**config.mk**
```make
export PLATFORM = sky130hd
export DESIGN_NAME = char_lcd_nibble_sequencer
export DESIGN_NICKNAME = d
export VERILOG_FILES = /design/src/rtl/core/clns_pkg.sv /design/src/rtl/core/clns_dpath.sv /design/src/rtl/core/clns_ctrl.sv /design/src/rtl/core/char_lcd_nibble_sequencer.sv
export SDC_FILE = /design/constraint.sdc
export NUM_CORES = 1
export LEC_CHECK = 0
export BUFFER_PORTS_ARGS = -buffer_cell sky130_fd_sc_hd__buf_4
export CORE_ASPECT_RATIO = 0.9
export CORE_MARGIN = 5
export CORE_UTILIZATION = 52
export CTS_CLUSTER_DIAMETER = 150
export CTS_CLUSTER_SIZE = 30
export DETAILED_ROUTE_END_ITERATION = 6
export PLACE_DENSITY = 0.75
export SETUP_SLACK_MARGIN = 0.5
export SLEW_MARGIN = 10
export SYNTH_ARGS = -nofsm -noshare
export SYNTH_HDL_FRONTEND = slang
export SYNTH_HIERARCHICAL = 1
export SYNTH_SLANG_ARGS = --single-unit
```
**constraint.sdc**
```tcl
create_clock -name clock -period 4.05 [get_ports clock]
set_input_delay 0.405 -clock clock [delete_from_list [all_inputs] [get_ports clock]]
set_output_delay 0.405 -clock clock [all_outputs]
set_load 0.1 [all_outputs]
```
**src/rtl/core/clns_pkg.sv**
```systemverilog
// ----------------------------------------------------------------------------
// clns_pkg
// Types, codes and constants shared by the character LCD nibble sequencer.
// ----------------------------------------------------------------------------
package clns_pkg;

   localparam logic [2:0] REQ_INIT   = 3'd0;
   localparam logic [2:0] REQ_INSTR  = 3'd1;
   localparam logic [2:0] REQ_CHAR   = 3'd2;
   localparam logic [2:0] REQ_CURSOR = 3'd3;
   localparam logic [2:0] REQ_NUMBER = 3'd4;
   localparam logic [2:0] REQ_HALF   = 3'd5;

   localparam logic [7:0]  STROBE_TICKS_RESET  = 8'd1;
   localparam logic [15:0] POWERUP_TICKS_RESET = 16'd200;

   localparam logic       CSR_STROBE  = 1'b0;
   localparam logic       CSR_POWERUP = 1'b1;

   localparam logic [7:0] CURSOR_BASE = 8'h80;
   localparam logic [7:0] ASCII_ZERO  = 8'h30;
   localparam logic [3:0] NIB_WAKE    = 4'h3;
   localparam logic [3:0] NIB_FOUR    = 4'h2;

   localparam int          NUM_DIGITS = 10;
   localparam int          BIN_BITS   = 32;
   localparam logic [3:0]  TOP_DIGIT  = 4'(NUM_DIGITS - 1);
   localparam logic [4:0]  LAST_SHIFT = 5'(BIN_BITS - 1);

   localparam logic [7:0] INIT_BYTES [4] = '{8'h28, 8'h0E, 8'h01, 8'h06};

   typedef struct packed {
      logic [2:0]  req_type;
      logic [31:0] payload;
      logic [7:0]  column;
      logic [1:0]  row;
   } req_item_type;

   typedef struct packed {
      logic        reg_select;
      logic [3:0]  nibble;
      logic [15:0] lead_wait;
      logic [7:0]  gap_after;
      logic        last;
   } rsp_item_type;

   typedef enum logic [1:0] {
      NIB_HI    = 2'd0,
      NIB_LO    = 2'd1,
      NIB_THREE = 2'd2,
      NIB_TWO   = 2'd3
   } nib_sel_type;

   typedef struct packed {
      logic        capture;
      logic        dabble;
      logic        dec_ptr;
      logic        load_init;
      logic [1:0]  init_idx;
      logic        load_digit;
      logic        emit;
      nib_sel_type nib_sel;
      logic        lead;
      logic        gap;
      logic        last;
   } dp_cmd_type;

   typedef struct packed {
      logic out_free;
      logic ptr_zero;
      logic digit_zero;
   } dp_status_type;

endpackage

```
**src/rtl/core/clns_dpath.sv**
```systemverilog
// ----------------------------------------------------------------------------
// clns_dpath
// Request capture, binary to decimal shifter, byte assembly and the
// registered strobe output.
// ----------------------------------------------------------------------------
module clns_dpath (
   input  logic                   clock,
   input  logic                   reset,
   input  clns_pkg::req_item_type req_data,
   input  logic [7:0]             strobe_ticks,
   input  logic [15:0]            powerup_ticks,
   input  clns_pkg::dp_cmd_type   cmd,
   output clns_pkg::dp_status_type status,
   output logic                   rsp_valid,
   input  logic                   rsp_stall,
   output clns_pkg::rsp_item_type rsp_data
);
   import clns_pkg::*;

   logic                rs_ff, rs_in;
   logic [7:0]          byte_ff, byte_in;
   logic [BIN_BITS-1:0] bin_ff, bin_in;
   logic [4*NUM_DIGITS-1:0] bcd_ff, bcd_in, bcd_adj;
   logic [3:0]          ptr_ff, ptr_in;
   logic                rsp_valid_ff, rsp_valid_in;
   rsp_item_type        rsp_data_ff, rsp_data_in;
   logic [7:0]          cursor_byte;
   logic [3:0]          cur_digit;
   logic [3:0]          nib;

   assign cursor_byte = CURSOR_BASE + req_data.column + {req_data.row, 6'b0};
   assign cur_digit   = bcd_ff[4*ptr_ff +: 4];

   always_comb begin
      for (int d = 0; d < NUM_DIGITS; d++) begin
         if (bcd_ff[4*d +: 4] >= 4'd5) begin
            bcd_adj[4*d +: 4] = bcd_ff[4*d +: 4] + 4'd3;
         end else begin
            bcd_adj[4*d +: 4] = bcd_ff[4*d +: 4];
         end
      end
   end

   always_comb begin
      rs_in   = rs_ff;
      byte_in = byte_ff;
      bin_in  = bin_ff;
      bcd_in  = bcd_ff;
      ptr_in  = ptr_ff;
      if (cmd.capture) begin
         rs_in   = (req_data.req_type == REQ_CHAR) || (req_data.req_type == REQ_NUMBER);
         byte_in = (req_data.req_type == REQ_CURSOR) ? cursor_byte : req_data.payload[7:0];
         bin_in  = req_data.payload;
         bcd_in  = '0;
         ptr_in  = TOP_DIGIT;
      end
      if (cmd.dabble) begin
         bcd_in = {bcd_adj[4*NUM_DIGITS-2:0], bin_ff[BIN_BITS-1]};
         bin_in = {bin_ff[BIN_BITS-2:0], 1'b0};
      end
      if (cmd.dec_ptr) begin
         ptr_in = ptr_ff - 4'd1;
      end
      if (cmd.load_init) begin
         byte_in = INIT_BYTES[cmd.init_idx];
      end
      if (cmd.load_digit) begin
         byte_in = ASCII_ZERO + {4'd0, cur_digit};
      end
   end

   always_comb begin
      case (cmd.nib_sel)
         NIB_HI:    nib = byte_ff[7:4];
         NIB_LO:    nib = byte_ff[3:0];
         NIB_THREE: nib = NIB_WAKE;
         NIB_TWO:   nib = NIB_FOUR;
         default:   nib = byte_ff[7:4];
      endcase
   end

   assign status.out_free   = !rsp_valid_ff || !rsp_stall;
   assign status.ptr_zero   = (ptr_ff == 4'd0);
   assign status.digit_zero = (cur_digit == 4'd0);

   always_comb begin
      rsp_data_in  = rsp_data_ff;
      rsp_valid_in = rsp_valid_ff && rsp_stall;
      if (cmd.emit) begin
         rsp_valid_in           = 1'b1;
         rsp_data_in.reg_select = rs_ff;
         rsp_data_in.nibble     = nib;
         rsp_data_in.lead_wait  = cmd.lead ? powerup_ticks : 16'd0;
         rsp_data_in.gap_after  = cmd.gap ? strobe_ticks : 8'd0;
         rsp_data_in.last       = cmd.last;
      end
   end

   always_ff @(posedge clock) begin
      rs_ff       <= rs_in;
      byte_ff     <= byte_in;
      bin_ff      <= bin_in;
      bcd_ff      <= bcd_in;
      ptr_ff      <= ptr_in;
      rsp_data_ff <= rsp_data_in;
      if (reset) begin
         rsp_valid_ff <= 1'b0;
      end else begin
         rsp_valid_ff <= rsp_valid_in;
      end
   end

   assign rsp_valid = rsp_valid_ff;
   assign rsp_data  = rsp_data_ff;

endmodule

```
**src/rtl/core/clns_ctrl.sv**
```systemverilog
// ----------------------------------------------------------------------------
// clns_ctrl
// Sequencer state machine: walks each request through its strobes and
// drives the datapath commands.
// ----------------------------------------------------------------------------
module clns_ctrl (
   input  logic                    clock,
   input  logic                    reset,
   input  logic                    req_valid,
   output logic                    req_stall,
   input  logic [2:0]              req_type,
   input  clns_pkg::dp_status_type status,
   output clns_pkg::dp_cmd_type    cmd
);
   import clns_pkg::*;

   typedef enum logic [6:0] {
      ST_IDLE      = 7'b0000001,
      ST_INIT_NIB  = 7'b0000010,
      ST_LOAD_INIT = 7'b0000100,
      ST_BYTE_HI   = 7'b0001000,
      ST_BYTE_LO   = 7'b0010000,
      ST_CONVERT   = 7'b0100000,
      ST_SKIP      = 7'b1000000
   } ctrl_state_type;

   typedef enum logic [1:0] {
      MODE_INIT   = 2'd0,
      MODE_SINGLE = 2'd1,
      MODE_NUMBER = 2'd2,
      MODE_HALF   = 2'd3
   } mode_type;

   ctrl_state_type state_ff, state_in;
   mode_type       mode_ff, mode_in;
   logic [4:0]     cnt_ff, cnt_in;

   assign req_stall = (state_ff != ST_IDLE);

   always_comb begin
      state_in = state_ff;
      mode_in  = mode_ff;
      cnt_in   = cnt_ff;
      cmd      = '0;
      cmd.init_idx = cnt_ff[1:0];
      case (state_ff)
         ST_IDLE: begin
            cnt_in = '0;
            if (req_valid) begin
               cmd.capture = 1'b1;
               case (req_type)
                  REQ_INIT: begin
                     mode_in  = MODE_INIT;
                     state_in = ST_INIT_NIB;
                  end
                  REQ_INSTR, REQ_CHAR, REQ_CURSOR: begin
                     mode_in  = MODE_SINGLE;
                     state_in = ST_BYTE_HI;
                  end
                  REQ_NUMBER: begin
                     mode_in  = MODE_NUMBER;
                     state_in = ST_CONVERT;
                  end
                  REQ_HALF: begin
                     mode_in  = MODE_HALF;
                     state_in = ST_BYTE_HI;
                  end
                  default: state_in = ST_IDLE;
               endcase
            end
         end
         ST_INIT_NIB: begin
            if (status.out_free) begin
               cmd.emit    = 1'b1;
               cmd.nib_sel = (cnt_ff == 5'd3) ? NIB_TWO : NIB_THREE;
               cmd.lead    = (cnt_ff == 5'd0);
               cmd.gap     = 1'b1;
               if (cnt_ff == 5'd3) begin
                  cnt_in   = '0;
                  state_in = ST_LOAD_INIT;
               end else begin
                  cnt_in = cnt_ff + 5'd1;
               end
            end
         end
         ST_LOAD_INIT: begin
            cmd.load_init = 1'b1;
            state_in      = ST_BYTE_HI;
         end
         ST_BYTE_HI: begin
            if (status.out_free) begin
               cmd.emit    = 1'b1;
               cmd.nib_sel = NIB_HI;
               cmd.gap     = (mode_ff == MODE_HALF);
               cmd.last    = (mode_ff == MODE_HALF);
               state_in    = (mode_ff == MODE_HALF) ? ST_IDLE : ST_BYTE_LO;
            end
         end
         ST_BYTE_LO: begin
            if (status.out_free) begin
               cmd.emit    = 1'b1;
               cmd.nib_sel = NIB_LO;
               cmd.gap     = 1'b1;
               case (mode_ff)
                  MODE_INIT: begin
                     cmd.last = (cnt_ff == 5'd3);
                     if (cnt_ff == 5'd3) begin
                        state_in = ST_IDLE;
                     end else begin
                        cnt_in   = cnt_ff + 5'd1;
                        state_in = ST_LOAD_INIT;
                     end
                  end
                  MODE_NUMBER: begin
                     cmd.last = status.ptr_zero;
                     if (status.ptr_zero) begin
                        state_in = ST_IDLE;
                     end else begin
                        cmd.dec_ptr = 1'b1;
                        state_in    = ST_SKIP;
                     end
                  end
                  default: begin
                     cmd.last = 1'b1;
                     state_in = ST_IDLE;
                  end
               endcase
            end
         end
         ST_CONVERT: begin
            cmd.dabble = 1'b1;
            cnt_in     = cnt_ff + 5'd1;
            if (cnt_ff == LAST_SHIFT) begin
               cnt_in   = '0;
               state_in = ST_SKIP;
            end
         end
         ST_SKIP: begin
            if (mode_ff == MODE_NUMBER && cnt_ff == 5'd0 && status.digit_zero
                  && !status.ptr_zero) begin
               cmd.dec_ptr = 1'b1;
            end else begin
               cmd.load_digit = 1'b1;
               cnt_in         = 5'd1;
               state_in       = ST_BYTE_HI;
            end
         end
         default: state_in = ST_IDLE;
      endcase
   end

   always_ff @(posedge clock) begin
      if (reset) begin
         state_ff <= ST_IDLE;
         mode_ff  <= MODE_INIT;
         cnt_ff   <= '0;
      end else begin
         state_ff <= state_in;
         mode_ff  <= mode_in;
         cnt_ff   <= cnt_in;
      end
   end

endmodule

```
**src/rtl/core/char_lcd_nibble_sequencer.sv**
```systemverilog
// ----------------------------------------------------------------------------
// char_lcd_nibble_sequencer
// Turns LCD requests into enable-strobed 4-bit nibble transfers.
//
//   channel  direction  handshake              payload
//   req      in         req_valid / req_stall  req_item_type
//   rsp      out        rsp_valid / rsp_stall  rsp_item_type
//   csr      in/out     psel penable pwrite    strobe_ticks, powerup_ticks
//
// one strobe per cycle while rsp is not stalled; init bytes and digits are
// loaded in a state of their own; init sends wake nibbles then four bytes,
// a byte request both nibbles, a half request the high nibble; a number is
// shifted through the binary to decimal shifter, leading zero digits skipped
// a new request is taken only once the previous one has issued its last strobe
// synchronous reset clears the sequencer and output valid and reloads the csrs
// ----------------------------------------------------------------------------
module char_lcd_nibble_sequencer (
   input  logic                   clock,
   input  logic                   reset,
   input  logic                   req_valid,
   output logic                   req_stall,
   input  clns_pkg::req_item_type req_data,
   output logic                   rsp_valid,
   input  logic                   rsp_stall,
   output clns_pkg::rsp_item_type rsp_data,
   input  logic                   psel,
   input  logic                   penable,
   input  logic                   pwrite,
   input  logic [2:0]             paddr,
   input  logic [31:0]            pwdata,
   output logic [31:0]            prdata,
   output logic                   pready
);
   import clns_pkg::*;

   logic [7:0]    strobe_ticks_ff, strobe_ticks_in;
   logic [15:0]   powerup_ticks_ff, powerup_ticks_in;
   logic          csr_write;
   dp_cmd_type    cmd;
   dp_status_type status;

   assign pready    = 1'b1;
   assign csr_write = psel && penable && pwrite;

   always_comb begin
      strobe_ticks_in  = strobe_ticks_ff;
      powerup_ticks_in = powerup_ticks_ff;
      if (csr_write) begin
         case (paddr[2])
            CSR_STROBE:  strobe_ticks_in  = pwdata[7:0];
            CSR_POWERUP: powerup_ticks_in = pwdata[15:0];
            default:     strobe_ticks_in  = strobe_ticks_ff;
         endcase
      end
   end

   always_comb begin
      case (paddr[2])
         CSR_STROBE:  prdata = {24'd0, strobe_ticks_ff};
         CSR_POWERUP: prdata = {16'd0, powerup_ticks_ff};
         default:     prdata = '0;
      endcase
   end

   always_ff @(posedge clock) begin
      if (reset) begin
         strobe_ticks_ff  <= STROBE_TICKS_RESET;
         powerup_ticks_ff <= POWERUP_TICKS_RESET;
      end else begin
         strobe_ticks_ff  <= strobe_ticks_in;
         powerup_ticks_ff <= powerup_ticks_in;
      end
   end

   clns_ctrl u_ctrl (
      .clock     (clock),
      .reset     (reset),
      .req_valid (req_valid),
      .req_stall (req_stall),
      .req_type  (req_data.req_type),
      .status    (status),
      .cmd       (cmd)
   );

   clns_dpath u_dpath (
      .clock         (clock),
      .reset         (reset),
      .req_data      (req_data),
      .strobe_ticks  (strobe_ticks_ff),
      .powerup_ticks (powerup_ticks_ff),
      .cmd           (cmd),
      .status        (status),
      .rsp_valid     (rsp_valid),
      .rsp_stall     (rsp_stall),
      .rsp_data      (rsp_data)
   );

endmodule
```
==> results of run 1 <==
==> synth_stat cells (all sizes together), types with 13 or more instances <==
cell type	instances
a21oi	30
xor2	13
o21ai	36
nor2	42
inv	30
buf	37
dfxtp	40
edfxtp	114
nand2	52
mux2i	40
nor3b	13
xnor2	15
nand2b	50
mux2	14
and2	57
ha	25
clkbuf	21
a22o	30
==> placed cells by master (no fill, tap or decap), types with 5 or more instances in the layout <==
cell type / synthesis / routed
xnor2_1: 15 / 15
a21oi_1: 30 / 30
ha_1: 25 / 25
and2_1: 57 / 57
a22o_1: 30 / 30
a211oi_1: 8 / 8
o22ai_1: 6 / 6
nand2_1: 52 / 52
mux2_2: 14 / 14
buf_4: 20 / 123
nor2_1: 42 / 42
nand2b_1: 50 / 50
conb_1: 2 / 17
mux2i_1: 40 / 40
clkbuf_16: 0 / 17
a21boi_0: 12 / 12
xor2_1: 13 / 13
nor2b_1: 6 / 5
o21ai_0: 35 / 35
nor3_1: 10 / 10
nor3b_1: 12 / 12
edfxtp_1: 114 / 114
inv_1: 30 / 30
dfxtp_1: 40 / 40
==> layout make-up <==
cell class                      count  area [um^2]  share of cell area (%)
Clock buffer                       20          467                    4.66
Timing Repair Buffer              124          943                    9.42
Sequential cell                   154         4220                    42.2
Inverter                           30          113                    1.12
Tap cell                          207          259                    2.58
Multi-Input combinational cell    547         3900                    38.9
Clock inverter                     12          111                    1.11
==> routing by layer <==
metal,vias up,wire [um],global-route usage (%)
met2,213,8900,30.5
met4,0,285,5.96
met1,2924,8500,26.8
met5,-,0,0
met3,23,1250,4.96
li1,2969,-,-
==> logic make-up after synthesis <==
logic type,count (synthesis),share of synthesized area [%]
flops,154,49.4
buf+inv,88,5.74
simple gates,271,18.7
mux,57,7.32
other cells,2,0.0878
fa+ha+maj,25,3.66
xor+xnor,28,2.87
compound gates,149,12.2
==> tightest hold or removal path, delay by kind of cell <==
family | cells | cell delay (ps)
multiplexers | 1 | 60
buffers and inverters | 1 | 90
AND/OR/NAND/NOR | 1 | 70
==> registers in the layout, indices dropped and copies added, names as in the netlist, 5 cells and up <==
| signal | cells |
|---|---|
| u_dpath/bcd_ff | 40 |
| u_dpath/bin_ff | 32 |
| u_dpath/rsp_data | 30 |
| powerup_ticks_ff | 16 |
| strobe_ticks_ff | 8 |
| u_dpath/byte_ff | 8 |
| u_ctrl/state_ff | 7 |
| u_ctrl/cnt_ff | 5 |
==> path summary, 6_finish.rpt <==
kind | start | end | slack (ps) | cells after the start
min reg2reg | powerup_ticks_ff[13] | powerup_ticks_ff[13] | 480 | 2
max | u_dpath/ptr_ff[0] | u_dpath/ptr_ff[1] | 730 | 12
max reg2reg | u_dpath/ptr_ff[0] | u_dpath/ptr_ff[1] | 730 | 12
min | req_data[10] | u_dpath/bin_ff[0] | 230 | 3
==> stage by stage <==
step | instance area (um^2) | utilization, % | hold WS, ps | power, W
after floorplan | 8610 | - | 400 | 0.00329
after global routing | 10000 | 62.1 | 237 | 0.00541
final | 10000 | 62.1 | 230 | 0.00518
after global placement | 9440 | 58.5 | 468 | 0.00361
after detailed placement | 9440 | 58.5 | 477 | 0.00365
after CTS | 10000 | 62.1 | 212 | 0.00521
==> power by group through the flow <==
stage	Clock, W	Sequential, W	Combinational, W
detailed placement	0	0.00225	0.00140
floorplan	0	0.00242	0.000869
CTS	0.00158	0.00222	0.00141
finish	0.00156	0.00222	0.00140
global route	0.00165	0.00225	0.00151
global placement	0	0.00224	0.00137
==> run metrics, run 1 <==
Critical Path End Type=register; post-route DRC violation count=0; Fill cells=1348; total gr overflow=0; Rel. slew slack=30.8%; clk_lat worst skew=430 ps; ANT cells=0; Least-Margin Pin Slew=1040 ps; Mapped Cells=774; final setup TNS=0 ps; #FFs+latches synth=154; VDD IR max=447 uV; clk slew on worst S/H paths=60 ps; Fin. Hold Viols=0; number of synthesized flops with an enable pin=114; Boundary Pins=152; Starting DRT DRC Count=487; worst min path class=input port to register; f_max=0.301 GHz; Mapped Area=8550 um^2; row count=44; share of layout cells above drive strength 1=22.3%; Power Density=517 nW/um^2; clock sink total=154; post-synthesis async set-or-reset flop share=0%; Clock Power Share=30.0%; post-cts resize count=0; synth unique cells=75; Syn Area/Cell=11.0 um^2; top-area cell type share of the netlist area=40.0%; Critical Path RT=4190 ps; vias in the first global route=5886; slowest CP cell=edfxtp_1; main flop type after synthesis=edfxtp_1; max-slew violations=0; switch share=34.9%; H-tree depth=4; first-pass GRT wire length=30600 um; die area=19100 um^2; pin count of the biggest net entering global routing=62; crit path time final=3320 ps; DP Wirelength=13200 um; CP Class=register to register; skew final=7.71 ps; post-CTS setup buffer count=0; IO buf count=116; unrepaired setup endpoints after global routing=false; Static Leakage=3.97 nW; # hold bufs at CTS=0; gr usage total=19.4%; period utilization=81.9%; Layout area overhead=17.2%; Seq/Total Area, Yosys=49.4%; combinational fraction of design power=27.0%; starting density of the core=53.0%; CTS Buffer Depth=2; die height=132 um; drt first pass iters=5; initial antenna violation count=0; CP startpoint kind=register; arrival time worst endpoint=3460 ps; Internal Power=0.00337 W; Final Wtd Congestion=0.848; Antenna Violating Nets Remaining=0; worst path buffer plus inverter count=2; status=finished, final reports clean; Synth area leaders=edfxtp_1 (40%), dfxtp_1 (9.4%), mux2i_1 (4.7%); placed cells=1062; Max-Cap Viols=0; crit-path cells=buf_4 -> mux2i_1 -> o22ai_1 -> a211oi_1 -> o22ai_1 -> nor4_2 -> nor4bb_1 -> buf_4 -> nand2_1 -> nor2_1 -> a31o_2 -> or2_2; crit-path max cell delay=620 ps; vias per std cell=5.60; Root Buffer=clkbuf_16; width of the die=145 um; final setup fails=0; CTS tree=built; CP Max Fanout=13; Syn. warnings=6; critical path's top delay family=simple AND/OR/NAND/NOR gates; total CTS buffers=17; NumNets Final=986; Non-Filler Instances=1094; area leader, netlist=edfxtp_1; vias=6129; Post-Route WL=18900 um; Net Sw Power=0.00181 W; Routed wire per std cell=17.3 um; core box area=16100 um^2; Reg power frac=42.9%; post-place setup slack=773 ps; final setup margin=732 ps
Note: power is estimated with default switching activity, not from simulation.
==> inputs of run 2 (changes only) <==
==> constraint.sdc (replaced) <==
create_clock -name clock -period 3.5 [get_ports clock]
set_input_delay 0.35 -clock clock [delete_from_list [all_inputs] [get_ports clock]]
set_output_delay 0.35 -clock clock [all_outputs]
set_load 0.1 [all_outputs]
==> run 2 against run 1 <==
  * Clock power grew 16%
  * First-iteration DRC count down 19%
  * Final area increased by 1.4%
  * Sequential share of layout area fell by 0.58 points
  * Combinational power up 19%
  * Power grew 17%
  * Global-route usage fell by 0.64 points
  * Core utilization is 0.87 points higher
  * Largest cell class unchanged
  * Fmax up 14%
  * Sequential power up 16%
  * Non-clock buffer count rose by 9
==> run metrics, run 2 (synthesized netlist as in run 1, its figures left out) <==
GR met3 Demand/Resource=4.86%; total CTS buffers=17; Max-Cap Viols=0; width of the die=145 um; vias per std cell=5.52; Layout area overhead=18.8%; skew final=13.5 ps; final setup fails=0; total gr overflow=0; Reg area=4220 um^2; CP Max Fanout=4; starting density of the core=53.0%; met1 Usage GRT=25.3%; vias=6094; most frequent cells in the layout=buf_4 (132), edfxtp_1 (114), and2_1 (57), nand2_1 (52), nand2b_1 (50); GRT busiest layer=met2; Post-Route WL=18600 um; FF-to-FF setup slack=580 ps; Least-Margin Pin Slew=671 ps; clk slew on worst S/H paths=70 ps; gr usage total=18.8%; die height=132 um; Multi-input gate area=3970 um^2; NumNets Final=995; initial antenna violation count=0; f_max=0.343 GHz; IO buf count=116; vias in the first global route=5812; pin count of the biggest net entering global routing=59; clock sink total=154; worst min path class=input port to register; Boundary Pins=152; Worst Hold Launch=rsp_stall; reg-to-reg critical path endpoint=u_dpath/ptr_ff[3]; CTS Buffer Depth=2; Final Wtd Congestion=0.840; Antenna Violating Nets Remaining=0; Static Leakage=4.02 nW; first-pass GRT wire length=29500 um; die area=19100 um^2; final setup TNS=0 ps; Fin. Hold Viols=0; Largest register FFs=40; CP startpoint kind=register; commonest non-fill, non-tap cell in the layout=buf_4; status=finished, final reports clean; H-tree depth=4; Root Buffer=clkbuf_16; post-route DRC violation count=0; CP Class=register to register; ANT cells=0; CTS tree=built; GR Util met2=30.4%; period utilization=83.3%; Starting DRT DRC Count=394; arrival time worst endpoint=3060 ps; RR Startpoint=u_dpath/ptr_ff[0]; reg2reg path depth=11; max-slew violations=0; share of layout cells above drive strength 1=24.4%; Biggest register=u_dpath/bcd_ff; Critical Path RT=3640 ps; Rel. slew slack=55.2%; clk_lat worst skew=430 ps; Final Power=0.00604 W; # hold bufs at CTS=0; Hold Path Sink=u_dpath/rsp_valid; DP Wirelength=12900 um; unrepaired setup endpoints after global routing=true; Routed wire per std cell=16.9 um; core box area=16100 um^2; VDD IR max=543 uV; Fill cells=1295; Critical Path End Type=register; Power Density=594 nW/um^2; crit path time final=2920 ps; WHS Path Cells=3; row count=44; drt first pass iters=5
==> run 2: cell count changes in the layout (fill, tap and decap cells not counted), moves of 2 or more <==
| cell | previous run | this run |
|---|---|---|
| mux2i_1 | 40 | 38 |
| o32ai_1 | 3 | 1 |
| buf_4 | 123 | 132 |
| inv_6 | 1 | 7 |
| inv_8 | 0 | 3 |
| o32ai_2 | 0 | 2 |
| clkbuf_8 | 3 | 1 |
| inv_4 | 4 | 0 |
| o22ai_2 | 0 | 4 |
| mux2i_2 | 0 | 2 |
| o22ai_1 | 6 | 2 |
| clkinv_4 | 4 | 2 |
==> run 2: power breakdown <==
part           switching, W  internal (W)  leakage (nW)  total, W
clock              0.000807       0.00100         0.287   0.00181
sequential         0.000229       0.00234          1.39   0.00257
combinational       0.00112      0.000545          2.34   0.00166
==> run 2: worst max-delay path, cell delays in order (launching register included) <==
cell and delay, ps:
edfxtp_1 390, buf_4 150, mux4_2 520, o22ai_2 180, o32ai_2 120, nor4_2 250, nor4bb_1 220, buf_4 170
nand2_1 110, nor2_2 200, a31o_2 170, or2_4 160
==> run 2: timing repair <==
item | 4_1_cts | 5_1_grt
pin swaps | 0 | 3
setup endpoints to repair | 5 | 34
setup buffers | 0 | 5
gates resized for setup | 2 | 10
==> run 2: worst max path at each step <==
stage | slack, ps | to | cells after the start | startpoint
finish | 580 | u_dpath/ptr_ff[3] | 11 | u_dpath/ptr_ff[0]
global placement | 510 | u_dpath/ptr_ff[1] | 12 | u_dpath/ptr_ff[0]
detailed placement | 490 | u_dpath/ptr_ff[1] | 12 | u_dpath/ptr_ff[0]
global route | 470 | u_dpath/ptr_ff[2] | 11 | u_dpath/ptr_ff[0]
CTS | 490 | u_ctrl/cnt_ff[2] | 11 | u_dpath/ptr_ff[0]
floorplan | 510 | u_dpath/bcd_ff[0] | 5 | u_ctrl/state_ff[4]
==> run 2: per-stage QoR <==
stage	instances	instance area, um^2	util [%]	setup WS (ps)	hold slack [ps]
2_1_floorplan	789	8610	-	510	400
3_3_place_gp	1066	9480	58.7	505	466
3_5_place_dp	1066	9480	58.7	490	477
4_1_cts	1098	10100	62.4	486	167
5_1_grt	1103	10200	63.0	466	180
6_report	1103	10200	63.0	583	175
==> run 2: area by class of cell <==
class,instances,share of cell area [%]
Clock buffer,19,4.57
Multi-Input combinational cell,547,39.1
Inverter,30,1.11
Sequential cell,154,41.6
Timing Repair Buffer,133,9.95
Clock inverter,13,1.18
Tap cell,207,2.55
==> run 2: layer usage <==
layer / share of wire [%] / wire length [um]
met5: 0 / 0
met4: 1.4 / 267
met3: 5.7 / 1060
met2: 48 / 8970
met1: 45 / 8320
